**config.mk**
```make
export PLATFORM = sky130hd
export DESIGN_NAME = sme_front
export DESIGN_NICKNAME = d
export VERILOG_FILES = /design/src/hdl/sme_pkg.sv /design/src/hdl/sme_front.sv
export SDC_FILE = /design/constraint.sdc
export NUM_CORES = 1
export LEC_CHECK = 0
export BUFFER_PORTS_ARGS = -buffer_cell sky130_fd_sc_hd__buf_2
export CAP_MARGIN = 10
export CORE_AREA = 2 2 89 91
export CTS_CLUSTER_DIAMETER = 40
export DETAILED_ROUTE_END_ITERATION = 12
export DIE_AREA = 0 0 91 93
export PLACE_DENSITY = 0.69
export SYNTH_ARGS = -nofsm -noshare
export SYNTH_HDL_FRONTEND = slang
export SYNTH_SLANG_ARGS = --single-unit
```
**constraint.sdc**
```tcl
create_clock -name clk -period 3.15 [get_ports clk]
set_input_delay 0.945 -clock clk [delete_from_list [all_inputs] [get_ports clk]]
set_output_delay 0.945 -clock clk [all_outputs]
set_load 0.01 [all_outputs]
```
**src/hdl/sme_pkg.sv**
```systemverilog
// Package for the stack machine execute block: opcodes, error codes, beat types.
// No dependencies.
package sme_pkg;

    localparam logic [4:0] OP_NOP    = 5'd0;
    localparam logic [4:0] OP_PUSH   = 5'd1;
    localparam logic [4:0] OP_POP    = 5'd2;
    localparam logic [4:0] OP_ADD    = 5'd3;
    localparam logic [4:0] OP_DUP    = 5'd4;
    localparam logic [4:0] OP_SUB    = 5'd5;
    localparam logic [4:0] OP_MUL    = 5'd6;
    localparam logic [4:0] OP_DIV    = 5'd7;
    localparam logic [4:0] OP_SWAP   = 5'd8;
    localparam logic [4:0] OP_PRINTC = 5'd9;
    localparam logic [4:0] OP_PRINT  = 5'd10;
    localparam logic [4:0] OP_HALT   = 5'd11;
    localparam logic [4:0] OP_CMPE   = 5'd12;
    localparam logic [4:0] OP_CMPL   = 5'd13;
    localparam logic [4:0] OP_CMPG   = 5'd14;
    localparam logic [4:0] OP_JMPZ   = 5'd15;
    localparam logic [4:0] OP_JMPNZ  = 5'd16;
    localparam logic [4:0] OP_CMPGE  = 5'd17;
    localparam logic [4:0] OP_CMPLE  = 5'd18;
    localparam logic [4:0] OP_JMP    = 5'd19;
    localparam logic [4:0] OP_MOD    = 5'd20;
    localparam logic [4:0] OP_INSWAP = 5'd21;
    localparam logic [4:0] OP_INDUP  = 5'd22;
    localparam logic [4:0] OP_POW    = 5'd24;
    localparam logic [4:0] OP_OR     = 5'd25;
    localparam logic [4:0] OP_XOR    = 5'd26;
    localparam logic [4:0] OP_AND    = 5'd27;

    localparam logic [2:0] ERR_NONE   = 3'd0;
    localparam logic [2:0] ERR_OVER   = 3'd1;
    localparam logic [2:0] ERR_UNDER  = 3'd2;
    localparam logic [2:0] ERR_DIVZ   = 3'd3;
    localparam logic [2:0] ERR_INDEX  = 3'd4;
    localparam logic [2:0] ERR_OPCODE = 3'd5;

    typedef struct packed {
        logic [4:0]         func;
        logic signed [31:0] operand;
    } in_beat_t;

    typedef struct packed {
        logic               branch_taken;
        logic [15:0]        branch_target;
        logic               print_valid;
        logic               print_is_char;
        logic signed [31:0] print_value;
        logic               halted;
        logic [2:0]         error_code;
        logic [10:0]        stack_depth;
    } out_beat_t;

    // Stack-effect class that the front end attaches to each instruction.
    typedef struct packed {
        logic       valid_op;
        logic [1:0] need;      // entries required below the pointer
        logic       grows;     // pushes one net entry
        logic       binop;     // pops two, pushes one
        logic       indexed;   // checks operand against depth
    } op_class_t;

    typedef struct packed {
        in_beat_t  ins;
        op_class_t cls;
    } queue_entry_t;

endpackage

```
**src/hdl/sme_front.sv**
```systemverilog
// Front end: accepts instruction beats, classifies them, and queues them.
// Depends on sme_pkg.
module sme_front
(
    input  logic                  clk,
    input  logic                  rst_n,
    input  logic                  in_valid,
    output logic                  in_stall,
    input  sme_pkg::in_beat_t     in_data,
    output logic                  q_valid,
    input  logic                  q_pop,
    output sme_pkg::queue_entry_t q_data
);

    localparam int QD = 2;

    sme_pkg::queue_entry_t mem_reg [QD];
    logic                  wr_ptr_reg, rd_ptr_reg;
    logic [1:0]            cnt_reg;
    sme_pkg::op_class_t    cls;
    logic                  push;

    always_comb
    begin
        cls = '0;
        cls.valid_op = 1'b1;
        unique case (in_data.func)
            sme_pkg::OP_NOP, sme_pkg::OP_HALT, sme_pkg::OP_JMP : ;
            sme_pkg::OP_PUSH : cls.grows = 1'b1;
            sme_pkg::OP_POP, sme_pkg::OP_PRINTC, sme_pkg::OP_PRINT,
            sme_pkg::OP_JMPZ, sme_pkg::OP_JMPNZ : cls.need = 2'd1;
            sme_pkg::OP_DUP :
            begin
                cls.need  = 2'd1;
                cls.grows = 1'b1;
            end
            sme_pkg::OP_SWAP : cls.need = 2'd2;
            sme_pkg::OP_ADD, sme_pkg::OP_SUB, sme_pkg::OP_MUL, sme_pkg::OP_DIV,
            sme_pkg::OP_MOD, sme_pkg::OP_POW :
            begin
                cls.need  = 2'd2;
                cls.binop = 1'b1;
            end
            sme_pkg::OP_CMPE, sme_pkg::OP_CMPL, sme_pkg::OP_CMPG, sme_pkg::OP_CMPGE,
            sme_pkg::OP_CMPLE, sme_pkg::OP_OR, sme_pkg::OP_XOR, sme_pkg::OP_AND :
            begin
                cls.need  = 2'd2;
                cls.grows = 1'b1;
            end
            sme_pkg::OP_INSWAP : cls.indexed = 1'b1;
            sme_pkg::OP_INDUP :
            begin
                cls.indexed = 1'b1;
                cls.grows   = 1'b1;
            end
            default : cls.valid_op = 1'b0;
        endcase
    end

    assign in_stall = (cnt_reg == 2'(QD));
    assign push     = in_valid && !in_stall;
    assign q_valid  = (cnt_reg != 2'd0);
    assign q_data   = mem_reg[rd_ptr_reg];

    always_ff @(posedge clk)
    begin
        if (push)
        begin
            mem_reg[wr_ptr_reg] <= '{ins: in_data, cls: cls};
        end
    end

    always_ff @(posedge clk or negedge rst_n)
    begin
        if (!rst_n)
        begin
            wr_ptr_reg <= 1'b0;
            rd_ptr_reg <= 1'b0;
            cnt_reg    <= 2'd0;
        end
        else
        begin
            if (push)
            begin
                wr_ptr_reg <= ~wr_ptr_reg;
            end
            if (q_pop)
            begin
                rd_ptr_reg <= ~rd_ptr_reg;
            end
            cnt_reg <= cnt_reg + 2'(push) - 2'(q_pop);
        end
    end

    a_no_overfill: assert property (@(posedge clk) disable iff (!rst_n)
        cnt_reg <= 2'(QD)) else $error("queue count beyond depth");
    a_pop_nonempty: assert property (@(posedge clk) disable iff (!rst_n)
        q_pop |-> q_valid) else $error("pop from empty queue");
    a_count_step: assert property (@(posedge clk) disable iff (!rst_n)
        (push && !q_pop) |=> cnt_reg == $past(cnt_reg) + 2'd1)
        else $error("queue count did not advance");

endmodule

```
* Word level (Yosys, flattened, before mapping)
Memories as Yosys holds them, arrays and structs flattened. Cells that the tools add are included.
Cells by class: bitwise gates (word level) 2, add/subtract/negate cells 2, equality and inequality tests 27, mux-type cells 7, reductions and logical operators 10
Operators by type and width (number):
- $eq A5 B5 Y1 const B | 11
- $eq A5 B4 Y1 const B | 8
- $reduce_or A27 Y1 | 1
- $eq A5 B3 Y1 const B | 4
- $reduce_or A15 Y1 | 1
- $reduce_or A6 Y1 | 2
- $reduce_or A11 Y1 | 1
- $eq A5 B2 Y1 const B | 2
- $mux W1 | 6
- $eq A5 B1 Y1 const B | 1
- $logic_not A5 Y1 | 1
- $pmux W2 S2 | 1
- $add A2 B1 Y2 | 1
- $eq A2 B2 Y1 const B | 1
- $not A1 Y1 | 2
- $reduce_bool A2 Y1 | 1
- $reduce_or A2 Y1 | 1
- $sub A2 B1 Y2 | 1
- $logic_and A1 B1 Y1 | 1
- $logic_not A1 Y1 | 1
Word-level totals: logic and storage cells 52, memories kept 1, flip-flop bits (word level) 4, bits in writable memories 86, input port bits 41, output and inout bits 45
Memory list:
- mem_reg | depth 2, bits a word 43, rd ports 1, clocked after memory_dff 0, wr ports 1, line sme_front.sv:17 | sme_pkg::queue_entry_t mem_reg [QD];

* Depth between registers and ports, before layout
depth after elaboration 5, mapped depth 7, gate-level depth less buffers 7

* Worst setup path before layout
Ideal clock, no wire load.
path kind input -> register, start point input in_valid, end point memory mem_reg[0][0] (netlist name) (enable), data required time 2707 ps, arrival time 2847 ps, library setup time 443 ps, path slack -141 ps, buffers on the path 0, stages on the path 2, path through nand2_1 -> nor2_1
Between the ends: cells in the longest elaborated chain, start to end 3
RTL lines:
- start, declared | line sme_front.sv:7 | input logic in_valid,
- $logic_and A1 B1 Y1 | line sme_front.sv:61 | assign push = in_valid && !in_stall;
- $mux W1 | line sme_front.sv:67 | if (push)
- $mux W1 (not written as such) | line sme_front.sv:69 | mem_reg[wr_ptr_reg] <= '{ins: in_data, cls: cls};
- end, declared | line sme_front.sv:17
No other way between the ends.

==> results.sh <==
export IMPL_post_cts_setup_buffer_count=0
export IMPL_arrival_ps=1900
export IMPL_synth_distinct_cells=33
export IMPL_coreArea_um2=7530
export IMPL_period_share_pct=90.4
export IMPL_finalPower_mw=3.64
export IMPL_p_int_mw=2.56
export IMPL_ant_nets=0
export IMPL_syn_to_final_growth_pct=21.5
export IMPL_start_kind="flop"
export IMPL_clockPowerShare_pct=21.1
export IMPL_pwr_share_seq_pct=48.5
export IMPL_placed_area_um2=4100
export IMPL_post_synth_cell_area_avg_um2=18.5
export IMPL_drv_cap=0
export IMPL_r2r_cells=4
export IMPL_synth_warnings=0
export IMPL_rr_startpoint="cnt_reg[0]"
export IMPL_clock_latency_ps=350
export IMPL_fin_tns_setup_ps=0
export IMPL_drive_above_1_share_pct=53.1
export IMPL_irDropWorstVdd_mv=0.216
export IMPL_antenna_found_initial=0
export IMPL_cts_tree="built"
export IMPL_start_util_pct=47.0
export IMPL_place_inst=372
export IMPL_end_kind="output pin"
export IMPL_synth_top_flop_cell="edfxtp_1"
export IMPL_hpwlAfterDp_um=3860
export IMPL_cts_resized=0
export IMPL_r2r_end="mem_reg[0][3]"
export IMPL_gp_congestion=0.740
export IMPL_p_comb_share_pct=30.4
export IMPL_final_hold_viol_count=0
export IMPL_sw_frac_of_total_pct=29.8
export IMPL_clock_sinks=90
export IMPL_p_leak_nw=1.60
export IMPL_num_antenna_cells=0
export IMPL_rsz0062_at_grt="no"
export IMPL_min_path_type="input port to asynchronous set/reset pin"
export IMPL_grt_pass1_wl_um=9050
export IMPL_worst_pin_slew_ps=579
export IMPL_synth_edf_count=86
export IMPL_cts_clk_slew_worst_paths_ps=80
export IMPL_power_switching_mw=1.08
export IMPL_rrSetupSlack_ps=1510
export IMPL_finalInstanceArea_um2=4300
export IMPL_ys_seq_area_share_pct=75.8
export IMPL_finalWirelength_um=5820
export IMPL_crit_required_ps=2200
export IMPL_post_drt_via_cell_ratio=4.96
export IMPL_holdWs_ps=388
export IMPL_synth_seq_cells=90
export IMPL_setup_viol=0
export IMPL_clk_path_buf_depth=2
export IMPL_path_class="flop to output pin"
export IMPL_final_cells=388
export IMPL_wire_per_inst_um=15.0
export IMPL_first_global_vias=1906
export IMPL_port_buffers=85
export IMPL_ios=86
export IMPL_drt_iter0_markers=103
export IMPL_min_period_ps=2850
export IMPL_cts_made_buffers=9
export IMPL_die_area_um2=8460
export IMPL_cts_max_level=3
export IMPL_p_per_area_nw_per_um2=847
export IMPL_largest_reg_flops=86
export IMPL_final_nets=324
export IMPL_synth_fp_nets=234
export IMPL_rows=32
export IMPL_finClkSkew_ps=5.00
export IMPL_grt_total_usage_pct=14.2
export IMPL_die_y_um=93
export IMPL_grt_max_degree=31
export IMPL_worst_slew_margin_rel_pct=61.4
export IMPL_async_flop_share_pct=4.44
export IMPL_crit_fanout=25
export IMPL_dr_pass1_iters=4
export IMPL_slew_viol_final=0
export IMPL_syn_area_um2=3540
export IMPL_drc=0
export IMPL_syn_instance_count=191
export IMPL_max_freq_ghz=0.351
export IMPL_die_w_um=91
export IMPL_vias=1923
export IMPL_clk_root_buffer_cell="clkbuf_8"
export IMPL_cts_hold_buffers=0
export IMPL_outcome="finished clean"
export IMPL_grt_overflow=0
==> power groups by stage <==
| stage | combinational (mW) | sequential, mW | clock, mW |
|---|---|---|---|
| finish | 1.11 | 1.77 | 0.770 |
| global route | 1.21 | 1.79 | 0.835 |
| CTS | 1.13 | 1.77 | 0.790 |
| detailed placement | 1.13 | 1.80 | 0 |
| global placement | 1.12 | 1.79 | 0 |
| floorplan | 0.758 | 1.72 | 0 |
==> how the worst max path moves through the flow <==
stage / from / endpoint / slack, ps / cells past startpoint
after floorplan: in_valid / mem_reg[0][0] / 570 / 2
after global placement: rd_ptr_reg / q_data[15] / 670 / 3
after detailed placement: rd_ptr_reg / q_data[16] / 660 / 3
after CTS: rd_ptr_reg / q_data[16] / 260 / 3
after global routing: rd_ptr_reg / q_data[16] / 200 / 3
final: rd_ptr_reg / q_data[16] / 300 / 3
==> final cells by class <==
type,instances,area (um^2)
repair buffers,89,480
clock inverters,7,76.3
multi-input cells,87,793
inverters,4,15.0
clock buffers,9,124
flip-flops and latches,90,2680
well taps,102,128
fillers,604,3230
==> critical path, cell delays in order, from the launching register on <==
cell and delay, ps:
dfrtp_2 750, buf_4 310, mux2_2 360, buf_2 140
==> metrics by stage <==
step / utilization [%] / worst slack (ps)
2_1_floorplan: - / 572
3_3_place_gp: 54.5 / 667
3_5_place_dp: 54.5 / 658
4_1_cts: 57.1 / 265
5_1_grt: 57.1 / 201
6_report: 57.1 / 303
==> placed cells by master, fill, tap and decap left out, types with 2 or more instances in the layout <==
cell        instances
a21oi_1             2
buf_12              2
buf_2              85
buf_4               2
clkbuf_8            9
clkinvlp_4          2
dfrtp_1             3
edfxtp_1           86
ha_1                2
inv_1               4
inv_6               2
mux2_2             43
nand2_1             5
nor2b_1             2
nor3b_1             3
o21ai_0             3
xnor2_1             4
xor2_1              2
==> synth_stat cells (2+ instances only) <==
cell type | n | area share [%]
nand2_1 | 5 | 0.53
o21ai_0 | 3 | 0.42
a21oi_1 | 2 | 0.28
nor2b_1 | 2 | 0.35
nor2_1 | 2 | 0.21
buf_2 | 9 | 1.3
mux2_2 | 43 | 14
edfxtp_1 | 86 | 73
and3_1 | 2 | 0.35
xnor2_1 | 4 | 0.99
xor2_1 | 2 | 0.50
dfrtp_1 | 4 | 2.8
inv_1 | 4 | 0.42
nor3b_1 | 3 | 0.64
ha_1 | 2 | 0.71
==> cells by family after synthesis <==
family | after synthesis | share of synthesized area [%]
fa+ha+maj | 2 | 0.707
xor+xnor | 6 | 1.49
compound gates | 13 | 2.48
flops | 90 | 75.8
buf+inv | 14 | 2.02
mux | 43 | 13.7
simple gates | 23 | 3.82
==> routing by layer <==
| layer | up-vias | global-route usage, % | part of all wire, % |
|---|---|---|---|
| met5 | - | 0 | 0 |
| met4 | 0 | 7.58 | 2.3 |
| met3 | 11 | 2.66 | 5.2 |
| met2 | 67 | 24.1 | 50 |
| met1 | 922 | 17.3 | 43 |
| li1 | 923 | - | - |
No activity file was read; power rests on OpenSTA's default activity.
